`config.mk`:
```
export PLATFORM = sky130hd
export DESIGN_NAME = gnht_ctrl
export DESIGN_NICKNAME = d
export VERILOG_FILES = /design/src/gnht_pkg.sv /design/src/gnht_ctrl.sv
export SDC_FILE = /design/constraint.sdc
export NUM_CORES = 1
export LEC_CHECK = 0
export BUFFER_PORTS_ARGS = -buffer_cell sky130_fd_sc_hd__buf_2
export CAP_MARGIN = 15
export CORE_MARGIN = 4
export CORE_UTILIZATION = 40
export DETAILED_ROUTE_END_ITERATION = 8
export PLACE_DENSITY = 0.77
export SLEW_MARGIN = 10
export SYNTH_ARGS = -nofsm -noshare
export SYNTH_HDL_FRONTEND = slang
export SYNTH_SLANG_ARGS = --single-unit
```
`constraint.sdc`:
```
create_clock -name clk -period 1.8 [get_ports clk]
set_clock_uncertainty 0.2 [all_clocks]
set_input_delay 0.27 -clock clk [delete_from_list [all_inputs] [get_ports clk]]
set_output_delay 0.27 -clock clk [all_outputs]
set_load 0.005 [all_outputs]
```
`src/gnht_pkg.sv`:
```
// shared types and constants for the group next-hop table
// no dependencies
package gnht_pkg;

  localparam int TABLE_SLOTS_DEF = 1024;
  localparam int MAX_HOPS_DEF    = 8;
  localparam int SLOT_FIELD_W    = 10;
  localparam int COUNT_FIELD_W   = 4;

  typedef enum logic [1:0] {
    OP_ADD      = 2'd0,
    OP_REMOVE   = 2'd1,
    OP_REM_DEST = 2'd2,
    OP_NONE     = 2'd3
  } op_t;

  typedef enum logic [1:0] {
    ST_DONE       = 2'd0,
    ST_NOT_FOUND  = 2'd1,
    ST_TABLE_FULL = 2'd2,
    ST_LIST_FULL  = 2'd3
  } status_t;

  typedef struct packed {
    logic [1:0]  op;
    logic [31:0] dest_key;
    logic [31:0] hop_addr;
  } req_t;

  typedef struct packed {
    logic [1:0]               status;
    logic [SLOT_FIELD_W-1:0]  slot;
    logic [COUNT_FIELD_W-1:0] hop_count;
  } res_t;

  typedef enum logic [3:0] {
    ACT_NEW,
    ACT_APPEND,
    ACT_PRESENT,
    ACT_LIST_FULL,
    ACT_TABLE_FULL,
    ACT_NO_KEY,
    ACT_NO_HOP,
    ACT_DELETE,
    ACT_DEC
  } act_t;

  typedef enum logic [3:0] {
    S_CLEAR,
    S_IDLE,
    S_SLOT_RD,
    S_SLOT_CHK,
    S_HOP_RD,
    S_HOP_CHK,
    S_SHIFT_RD,
    S_SHIFT_WR,
    S_FINISH
  } state_t;

  typedef struct packed {
    logic capture;
    logic clr_wr;
    logic slot_rd;
    logic scan_chk;
    logic hop_rd;
    logic hop_chk;
    logic shift_rd;
    logic shift_wr;
    logic commit;
    act_t act;
  } cmd_t;

  typedef struct packed {
    logic [1:0] op;
    logic       idx_last;
    logic       slot_hit;
    logic       hop_hit;
    logic       hop_end;
    logic       shift_end;
    logic       found;
    logic       free_found;
    logic       hit;
    logic       cnt_full;
    logic       cnt_le1;
    logic       out_free;
  } stat_t;

endpackage

```
`src/gnht_ctrl.sv`:
```
// controller state machine of the group next-hop table
// depends on gnht_pkg
module gnht_ctrl (
  input  logic             clk,
  input  logic             rst_n,
  input  logic             in_valid,
  output logic             in_ready,
  input  gnht_pkg::stat_t  stat,
  output gnht_pkg::cmd_t   cmd
);
  import gnht_pkg::*;

  state_t state_r, state_nxt;
  act_t   act;

  always_ff @(posedge clk) begin
    if (!rst_n) begin
      state_r <= S_CLEAR;
    end else begin
      state_r <= state_nxt;
    end
  end

  always_comb begin
    act = ACT_NO_KEY;
    case (stat.op)
      OP_ADD: begin
        if (!stat.found) act = stat.free_found ? ACT_NEW : ACT_TABLE_FULL;
        else if (stat.hit) act = ACT_PRESENT;
        else if (stat.cnt_full) act = ACT_LIST_FULL;
        else act = ACT_APPEND;
      end
      OP_REMOVE: begin
        if (!stat.found) act = ACT_NO_KEY;
        else if (!stat.hit) act = ACT_NO_HOP;
        else if (stat.cnt_le1) act = ACT_DELETE;
        else act = ACT_DEC;
      end
      OP_REM_DEST: act = stat.found ? ACT_DELETE : ACT_NO_KEY;
      default: act = ACT_NO_KEY;
    endcase
  end

  always_comb begin
    state_nxt = state_r;
    cmd       = '0;
    cmd.act   = act;
    in_ready  = 1'b0;
    unique case (state_r)
      S_CLEAR: begin
        cmd.clr_wr = 1'b1;
        if (stat.idx_last) state_nxt = S_IDLE;
      end
      S_IDLE: begin
        in_ready = 1'b1;
        if (in_valid) begin
          cmd.capture = 1'b1;
          state_nxt   = S_SLOT_RD;
        end
      end
      S_SLOT_RD: begin
        cmd.slot_rd = 1'b1;
        state_nxt   = S_SLOT_CHK;
      end
      S_SLOT_CHK: begin
        cmd.scan_chk = 1'b1;
        if (stat.slot_hit) begin
          state_nxt = (stat.op == OP_ADD || stat.op == OP_REMOVE) ? S_HOP_RD : S_FINISH;
        end else if (stat.idx_last) begin
          state_nxt = S_FINISH;
        end else begin
          state_nxt = S_SLOT_RD;
        end
      end
      S_HOP_RD: begin
        if (stat.hop_end) begin
          state_nxt = S_FINISH;
        end else begin
          cmd.hop_rd = 1'b1;
          state_nxt  = S_HOP_CHK;
        end
      end
      S_HOP_CHK: begin
        cmd.hop_chk = 1'b1;
        if (stat.hop_hit) begin
          state_nxt = (stat.op == OP_REMOVE && !stat.cnt_le1) ? S_SHIFT_RD : S_FINISH;
        end else begin
          state_nxt = S_HOP_RD;
        end
      end
      S_SHIFT_RD: begin
        if (stat.shift_end) begin
          state_nxt = S_FINISH;
        end else begin
          cmd.shift_rd = 1'b1;
          state_nxt    = S_SHIFT_WR;
        end
      end
      S_SHIFT_WR: begin
        cmd.shift_wr = 1'b1;
        state_nxt    = S_SHIFT_RD;
      end
      S_FINISH: begin
        if (stat.out_free) begin
          cmd.commit = 1'b1;
          state_nxt  = S_IDLE;
        end
      end
      default: state_nxt = S_CLEAR;
    endcase
  end

endmodule

```
# Word level (Yosys, flattened, before mapping)
# Index checks and enable logic that the tools add are counted.
# word_totals
input_bits	16
wordCells	54
reg_bits	4
out_inout_bits	14
# classes
eq_ne	13
reduce_logical	6
mux	34
# ops
operator	count
two-way mux 4 bit	13
one-hot mux 4 bit (9 select lines)	1
== test 4 x 3 -> 1 bit, second input constant	4
two-way mux 1 bit	14
one-hot mux 4 bit (3 select lines)	1
== test 4 x 2 -> 1 bit, second input constant	2
two-way mux 2 bit	3
two-way mux 3 bit	2
inequality test 2 bit, second input constant	3
== test 4 x 1 -> 1 bit, second input constant	1
== test 4 bit, second input constant	1
zero test 4 bit	1
AND reduction 3 bit	1
== test 2 x 1 -> 1 bit, second input constant	1
== test 2 bit, second input constant	1
zero test 2 bit	1
logical AND 1 bit	1
zero test 1 bit	1
logical OR 1 bit	1

# Depth between registers and ports, before layout
# Gate-level depths: netlist of run 1.
# depth
ltp_word	5
depth_mapped	5
depth_no_buf	4

# Worst setup path after synthesis of run 1
# Ideal clock, no wire load.
# synth_timing
path_type	register -> output
startpoint	register state_r[0]
endpoint	output port cmd[12] (netlist bit)
path_buffers	0
path_slack_ns	0.378
t_arrival_ns	0.952
t_required_ns	1.330
path_stages_with_launch	4
path_cell_list	dfxtp_1 -> or2b_1 -> nor3_2 -> and2_1
# synth_lines
item	line_no	source
from (decl)	gnht_ctrl.sv:13	state_t state_r, state_nxt;
from (signal assigned)	gnht_ctrl.sv:20	state_r <= state_nxt;
to (decl)	gnht_ctrl.sv:9	output gnht_pkg::cmd_t cmd

==> flow_metrics.env, run 1 <==
export IMPL_worst_path_dominant_cell_family="simple AND/OR/NAND/NOR gates"
export IMPL_met1_length_um=684
export IMPL_route_met2_wl_um=734
export IMPL_initial_core_util_pct=45.2
export IMPL_worst_ir_drop_vdd_mv=0.241
export IMPL_worst_path_fanout_max=3
export IMPL_clk_root_buffer_cell="clkbuf_4"
export IMPL_flip_flop_count_of_the_largest_register_all_copies_and_words_added=4
export IMPL_distinct_cell_type_count_after_synthesis=39
export IMPL_syn_inst=75
export IMPL_timing_worst_setup_path_type="flip-flop to primary output"
export IMPL_grt_antenna_before_repair=0
export IMPL_cts_buffers=3
export IMPL_reg_largest_list="state_r x4"
export IMPL_worst_hold_path_endpoint="state_r[2]"
export IMPL_reg2reg_slack_ns=0.37
export IMPL_intPower_uw=308
export IMPL_vias_in_the_first_global_route=593
export IMPL_power_switching_fraction_pct=36.6
export IMPL_global_route_wire_length_before_repair_um=2390
export IMPL_tritoncts_num_sinks=4
export IMPL_wl_per_cell_um=12.5
export IMPL_hold_viol=0
export IMPL_clock_path_buffers=2
export IMPL_final_area_um2=733
export IMPL_buffer_ports_inserted=29
export IMPL_depth_of_the_worst_hold_timing_path=2
export IMPL_yosys_warnings=0
export IMPL_min_period_over_period_pct=97.3
export IMPL_worst_rel_slew_slack_pct=83.7
export IMPL_crit_path_start_kind="flip-flop"
export IMPL_cts_max_level=1
export IMPL_grt_setup_unrepaired="yes"
export IMPL_cap_viol_max_count=0
export IMPL_pin_count_of_the_biggest_net_entering_global_routing=14
export IMPL_max_flop_register="state_r"
export IMPL_timing_hold_worst_class="input port to flip-flop"
export IMPL_power_frac_clock_pct=22.3
export IMPL_post_placement_cell_area_um2=691
export IMPL_postCtsHoldBufs=0
export IMPL_critical_path_reg2reg_endpoint="state_r[2]"
export IMPL_syn_mean_instance_area_um2=7.06
export IMPL_synth_cell_area_um2=529
export IMPL_ios=30
export IMPL_place_ws_ns=0.297
export IMPL_finalSetupViolations=0
export IMPL_mappedNetlistNets=91
export IMPL_timing_final_max_slew_violations=0
export IMPL_placeable_core_region_mm2=0.00117
export IMPL_place_congestion=0.826
export IMPL_final_critical_delay_including_setup_and_external_delays_ns=1.75
export IMPL_net_switching_power_uw=178
export IMPL_final_antenna_net_count=0
export IMPL_area_growth_syn_to_layout_pct=38.5
export IMPL_ordered_list_of_cells_on_the_worst_path="or2b_4 > nor3_4 > and2_1 > buf_2"
export IMPL_wl_met3_um=112
export IMPL_detailedRoute_firstIterationViolations=12
export IMPL_final_layout_size_suffix_gt1_share_pct=45.4
export IMPL_worst_path_cell_with_the_longest_stage_delay="dfxtp_1"
export IMPL_max_freq_ghz=0.571
export IMPL_result_of_the_run="completed"
export IMPL_timing_final_ws_setup_ns=0.0493
export IMPL_tritonroute_pass_1_iters=4
export IMPL_final_wl_um=1530
export IMPL_highest_signal_layer="met3"
export IMPL_grt_util_all_layers_pct=15.9
export IMPL_hold_path_startpoint="rst_n"
export IMPL_crit_path_max_incr_delay_ns=0.31
export IMPL_floorplan_die_height_um=44.4
export IMPL_power_density_mw_per_mm2=662
export IMPL_clk_pin_slew_ns=0.04
export IMPL_n_antenna_cell=0
export IMPL_gr_total_overflow=0
export IMPL_critical_path_required_ns=1.33
export IMPL_rows=12
export IMPL_num_nets_final=126
export IMPL_critPathArrivalTime_ns=1.28
export IMPL_clkLatencyLatePin_ns=0.23
export IMPL_detail_route_drc_violations=0
export IMPL_via_count=679
export IMPL_power_frac_comb_pct=55.1
export IMPL_rr_worst_depth=5
export IMPL_tightestPinTransition_ns=0.243
export IMPL_die_width_um=44.4
export IMPL_hpwl_reported_at_the_end_of_detailed_placement_um=1200
export IMPL_detail_route_vias_per_cell=5.57
export IMPL_synth_yosys_seq_area_share_pct=15.1
export IMPL_static_leakage_power_nw=0.361
export IMPL_critical_path_reg2reg_startpoint="state_r[1]"
export IMPL_endpoint_kind="primary output"
export IMPL_tritoncts="yes"
export IMPL_worstPathBufferInverterCount=1
export IMPL_die_area_mm2=0.00197
export IMPL_power_frac_seq_pct=22.6
export IMPL_synth_seq_cells=4
placed cells by master (no fill, tap or decap), types with 2 or more instances in the layout:
cell and n:
dfxtp_1 2, o21ai_0 6, a21oi_1 3, nor2_1 6
dfxtp_2 2, nor2b_1 3, inv_1 2, nand3_1 3
nand2b_1 2, clkbuf_4 3, nor4_1 4, and3_1 2
a21o_1 2, buf_4 5, nand2_1 5, buf_2 29
nor3_1 5
cell type report:
cell class,count,area [um2]
Clock buffer,3,22.5
Fill cell,100,438
Inverter,3,11.3
Multi-Input combinational cell,64,417
Sequential cell,4,82.6
Tap cell,14,17.5
Timing Repair Buffer,34,183
power by group through the flow:
stage,logic [mW],clock network (mW),registers (mW)
final,0.267,0.108,0.110
after global placement,0.239,0,0.110
after detailed placement,0.243,0,0.110
after global routing,0.292,0.114,0.111
after floorplan,0.160,0,0.113
after CTS,0.244,0.113,0.109
what timing repair did:
item | 4_1_cts | 5_1_grt
endpoints found under the hold margin | 0 | 0
setup buffers | 0 | 1
setup endpoints to repair | 0 | 3
gates resized for setup | 0 | 4
routing by layer:
layer,vias to the layer above,track usage (%)
li1,341,-
met1,308,20.5
met2,30,25.9
met3,0,2.03
met4,0,7.23
met5,-,0
how the worst max path moves through the flow:
| stage | depth (start not counted) | end | start |
|---|---|---|---|
| 6_report | 4 | cmd[12] | state_r[0] |
| 5_1_grt | 4 | cmd[12] | state_r[0] |
| 4_1_cts | 3 | cmd[8] | state_r[2] |
| 3_5_place_dp | 4 | state_r[2] | state_r[3] |
| 3_3_place_gp | 4 | state_r[2] | state_r[3] |
| 2_1_floorplan | 3 | cmd[12] | state_r[0] |
cell families (layout without fill, tap and decap cells):
kind of cell           count (synthesis)  count (layout)  synth area share, %
AO/OA/AOI/OAI                         21              21                 26.0
buffers and inverters                  7              40                 8.04
flip-flops                             4               4                 15.1
multiplexers                           1               1                 1.89
AND/OR/NAND/NOR                       42              42                 48.9
cell usage after synthesis:
cell type  instances  area, um2
nor2_1             6       22.5
o21ai_0            6       30.0
nand2_1            5       18.8
nor3_1             5       25.0
dfxtp_1            4       80.1
nor4_1             4       25.0
a21oi_1            3       15.0
nand3_1            3       15.0
nor2b_1            3       18.8
a21o_1             2       15.0
and3_1             2       12.5
buf_4              2       15.0
inv_1              2       7.51
nand2b_1           2       12.5
nor3_2             2       20.0
a21boi_0           1       7.51
a21boi_1           1       7.51
a21boi_2           1       11.3
a22oi_1            1       7.51
a31oi_1            1       6.26
a32oi_1            1       8.76
and2_1             1       6.26
and3b_1            1       8.76
buf_2              1       5.00
buf_6              1       11.3
inv_2              1       3.75
mux2i_1            1       10.0
nand2b_2           1       8.76
nand2b_4           1       13.8
nand3b_1           1       7.51
nor2_2             1       6.26
nor2_4             1       11.3
nor3b_1            1       7.51
o21ai_1            1       5.00
o22ai_1            1       6.26
o31a_1             1       8.76
o32ai_1            1       8.76
or2b_1             1       7.51
or3_4              1       11.3
per-stage QoR:
stage | std cells | setup TNS [ns] | util [%] | hold WS, ns | total power [mW]
after global placement | 118 | 0 | 59.0 | 0.344 | 0.349
after CTS | 121 | 0 | 60.9 | 0.101 | 0.466
after global routing | 122 | -0.00800 | 62.6 | 0.113 | 0.517
after detailed placement | 118 | 0 | 59.0 | 0.343 | 0.353
final | 122 | 0 | 62.6 | 0.106 | 0.485
after floorplan | 75 | 0 | - | 0.198 | 0.273
(Power assumes the default switching activity.)
==> run 2, diff against run 1 <==
CTS_CLUSTER_SIZE = 25   (was not set)
PLACE_DENSITY = not set   (was 0.77)
PLACE_DENSITY_LB_ADDON = 0.1   (was not set)
==> flow_metrics.env, run 2 (synthesis gave the netlist of run 1 again) <==
export IMPL_result_of_the_run="completed"
export IMPL_multi_input_comb_area_um2=407
export IMPL_detail_route_vias_per_cell=5.34
export IMPL_via_count=646
export IMPL_mostFrequentLayoutCell="buf_2"
export IMPL_max_freq_ghz=0.582
export IMPL_timing_worst_setup_path_type="flip-flop to primary output"
export IMPL_critical_path_reg2reg_startpoint="state_r[3]"
export IMPL_reg_largest_list="state_r x4"
export IMPL_ios=30
export IMPL_finalSetupViolations=0
export IMPL_final_antenna_net_count=0
export IMPL_worst_rel_slew_slack_pct=83.2
export IMPL_post_placement_cell_area_um2=691
export IMPL_tightestPinTransition_ns=0.249
export IMPL_post_cts_buffers=0
export IMPL_clk_root_buffer_cell="clkbuf_4"
export IMPL_crit_path_start_kind="flip-flop"
export IMPL_power_density_mw_per_mm2=643
export IMPL_postLayoutCoreUtil_pct=61.1
export IMPL_worst_path_fanout_max=3
export IMPL_highest_signal_layer="met3"
export IMPL_final_setup_tns_ns=0
export IMPL_floorplan_die_height_um=44.4
export IMPL_tritoncts_num_sinks=4
export IMPL_route_met2_wl_um=673
export IMPL_crit_start="state_r[0]"
export IMPL_rows=12
export IMPL_static_leakage_power_nw=0.357
export IMPL_place_congestion=0.821
export IMPL_timing_hold_worst_class="input port to flip-flop"
export IMPL_die_width_um=44.4
export IMPL_met1_length_um=703
export IMPL_tritoncts="yes"
export IMPL_final_critical_delay_including_setup_and_external_delays_ns=1.72
export IMPL_vias_in_the_first_global_route=529
export IMPL_wl_met3_um=101
export IMPL_buffer_ports_inserted=29
export IMPL_placeable_core_region_mm2=0.00117
export IMPL_pin_count_of_the_biggest_net_entering_global_routing=14
export IMPL_cts_resized=0
export IMPL_cap_viol_max_count=0
export IMPL_endpoint_kind="primary output"
export IMPL_grt_antenna_before_repair=0
export IMPL_detail_route_drc_violations=0
export IMPL_cts_buffers=3
export IMPL_most_common_layout_cells="buf_2 (29), nor2_1 (6), o21ai_0 (6)"
export IMPL_n_antenna_cell=0
export IMPL_clk_pin_slew_ns=0.04
export IMPL_regArea_um2=82.6
export IMPL_num_nets_final=125
export IMPL_clock_path_buffers=2
export IMPL_max_flop_register="state_r"
export IMPL_hold_viol=0
export IMPL_detailedRoute_firstIterationViolations=1
export IMPL_die_area_mm2=0.00197
export IMPL_area_growth_syn_to_layout_pct=35.2
export IMPL_critPathArrivalTime_ns=1.25
export IMPL_dp_cells=118
export IMPL_tritonroute_pass_1_iters=4
export IMPL_gr_total_overflow=0
export IMPL_grt_setup_unrepaired="yes"
export IMPL_wl_per_cell_um=12.2
export IMPL_initial_core_util_pct=45.2
export IMPL_global_route_wire_length_before_repair_um=2140
export IMPL_min_period_over_period_pct=95.4
export IMPL_critical_path_required_ns=1.33
export IMPL_final_area_um2=716
export IMPL_fillerInstances=111
export IMPL_hpwl_reported_at_the_end_of_detailed_placement_um=1200
export IMPL_final_wl_um=1480
export IMPL_cts_max_level=1
export IMPL_final_layout_size_suffix_gt1_share_pct=43.9
export IMPL_clkLatencyLatePin_ns=0.23
export IMPL_worst_ir_drop_vdd_mv=0.329
export IMPL_hold_path_startpoint="rst_n"
export IMPL_timing_final_max_slew_violations=0
export IMPL_flip_flop_count_of_the_largest_register_all_copies_and_words_added=4
export IMPL_grt_util_all_layers_pct=14.3
export IMPL_postCtsHoldBufs=0
export IMPL_stdcell_count=121
-- run 2: worst max-delay path: stages (launching register included) --
cell and delay (ns):
dfxtp_1 0.31, or2b_1 0.29, nor3_2 0.17, and2_1 0.15, buf_2 0.10
-- run 2: metal layers --
metal / global-route usage [%] / vias to the layer above
met5: 0 / -
met4: 4.22 / 0
met3: 2.85 / 0
met2: 23.8 / 28
met1: 18.3 / 277
li1: - / 341
-- run 2: final cells by class --
type	count	area share (%)
Sequential cell	4	11.5
Inverter	3	1.57
Timing Repair Buffer	33	24.5
Tap cell	14	2.45
Multi-Input combinational cell	64	56.8
Clock buffer	3	3.15
-- run 2: through the flow --
stage | setup slack [ns] | power, mW | hold slack, ns
finish | 0.0832 | 0.460 | 0.0973
global route | -0.00279 | 0.500 | 0.0950
CTS | 0.0341 | 0.464 | 0.0999
detailed placement | 0.251 | 0.353 | 0.340
global placement | 0.251 | 0.354 | 0.337
floorplan | 0.378 | 0.273 | 0.198
-- run 2: worst paths after layout --
check | cells after the start | slack [ns] | to
worst max-delay path | 4 | 0.08 | cmd[12]
worst min-delay path | 2 | 0.1 | state_r[2]
worst max register to register | 4 | 0.38 | state_r[2]
worst min register to register | 3 | 0.51 | state_r[3]
-- run 2: power breakdown --
| part | switching [mW] | total, mW | leakage, nW | internal [mW] |
|---|---|---|---|---|
| sequential | 0.00772 | 0.109 | 0.0337 | 0.102 |
| clock | 0.0335 | 0.108 | 0.0138 | 0.0744 |
| combinational | 0.130 | 0.243 | 0.310 | 0.113 |
| total | 0.171 | 0.460 | 0.357 | 0.289 |
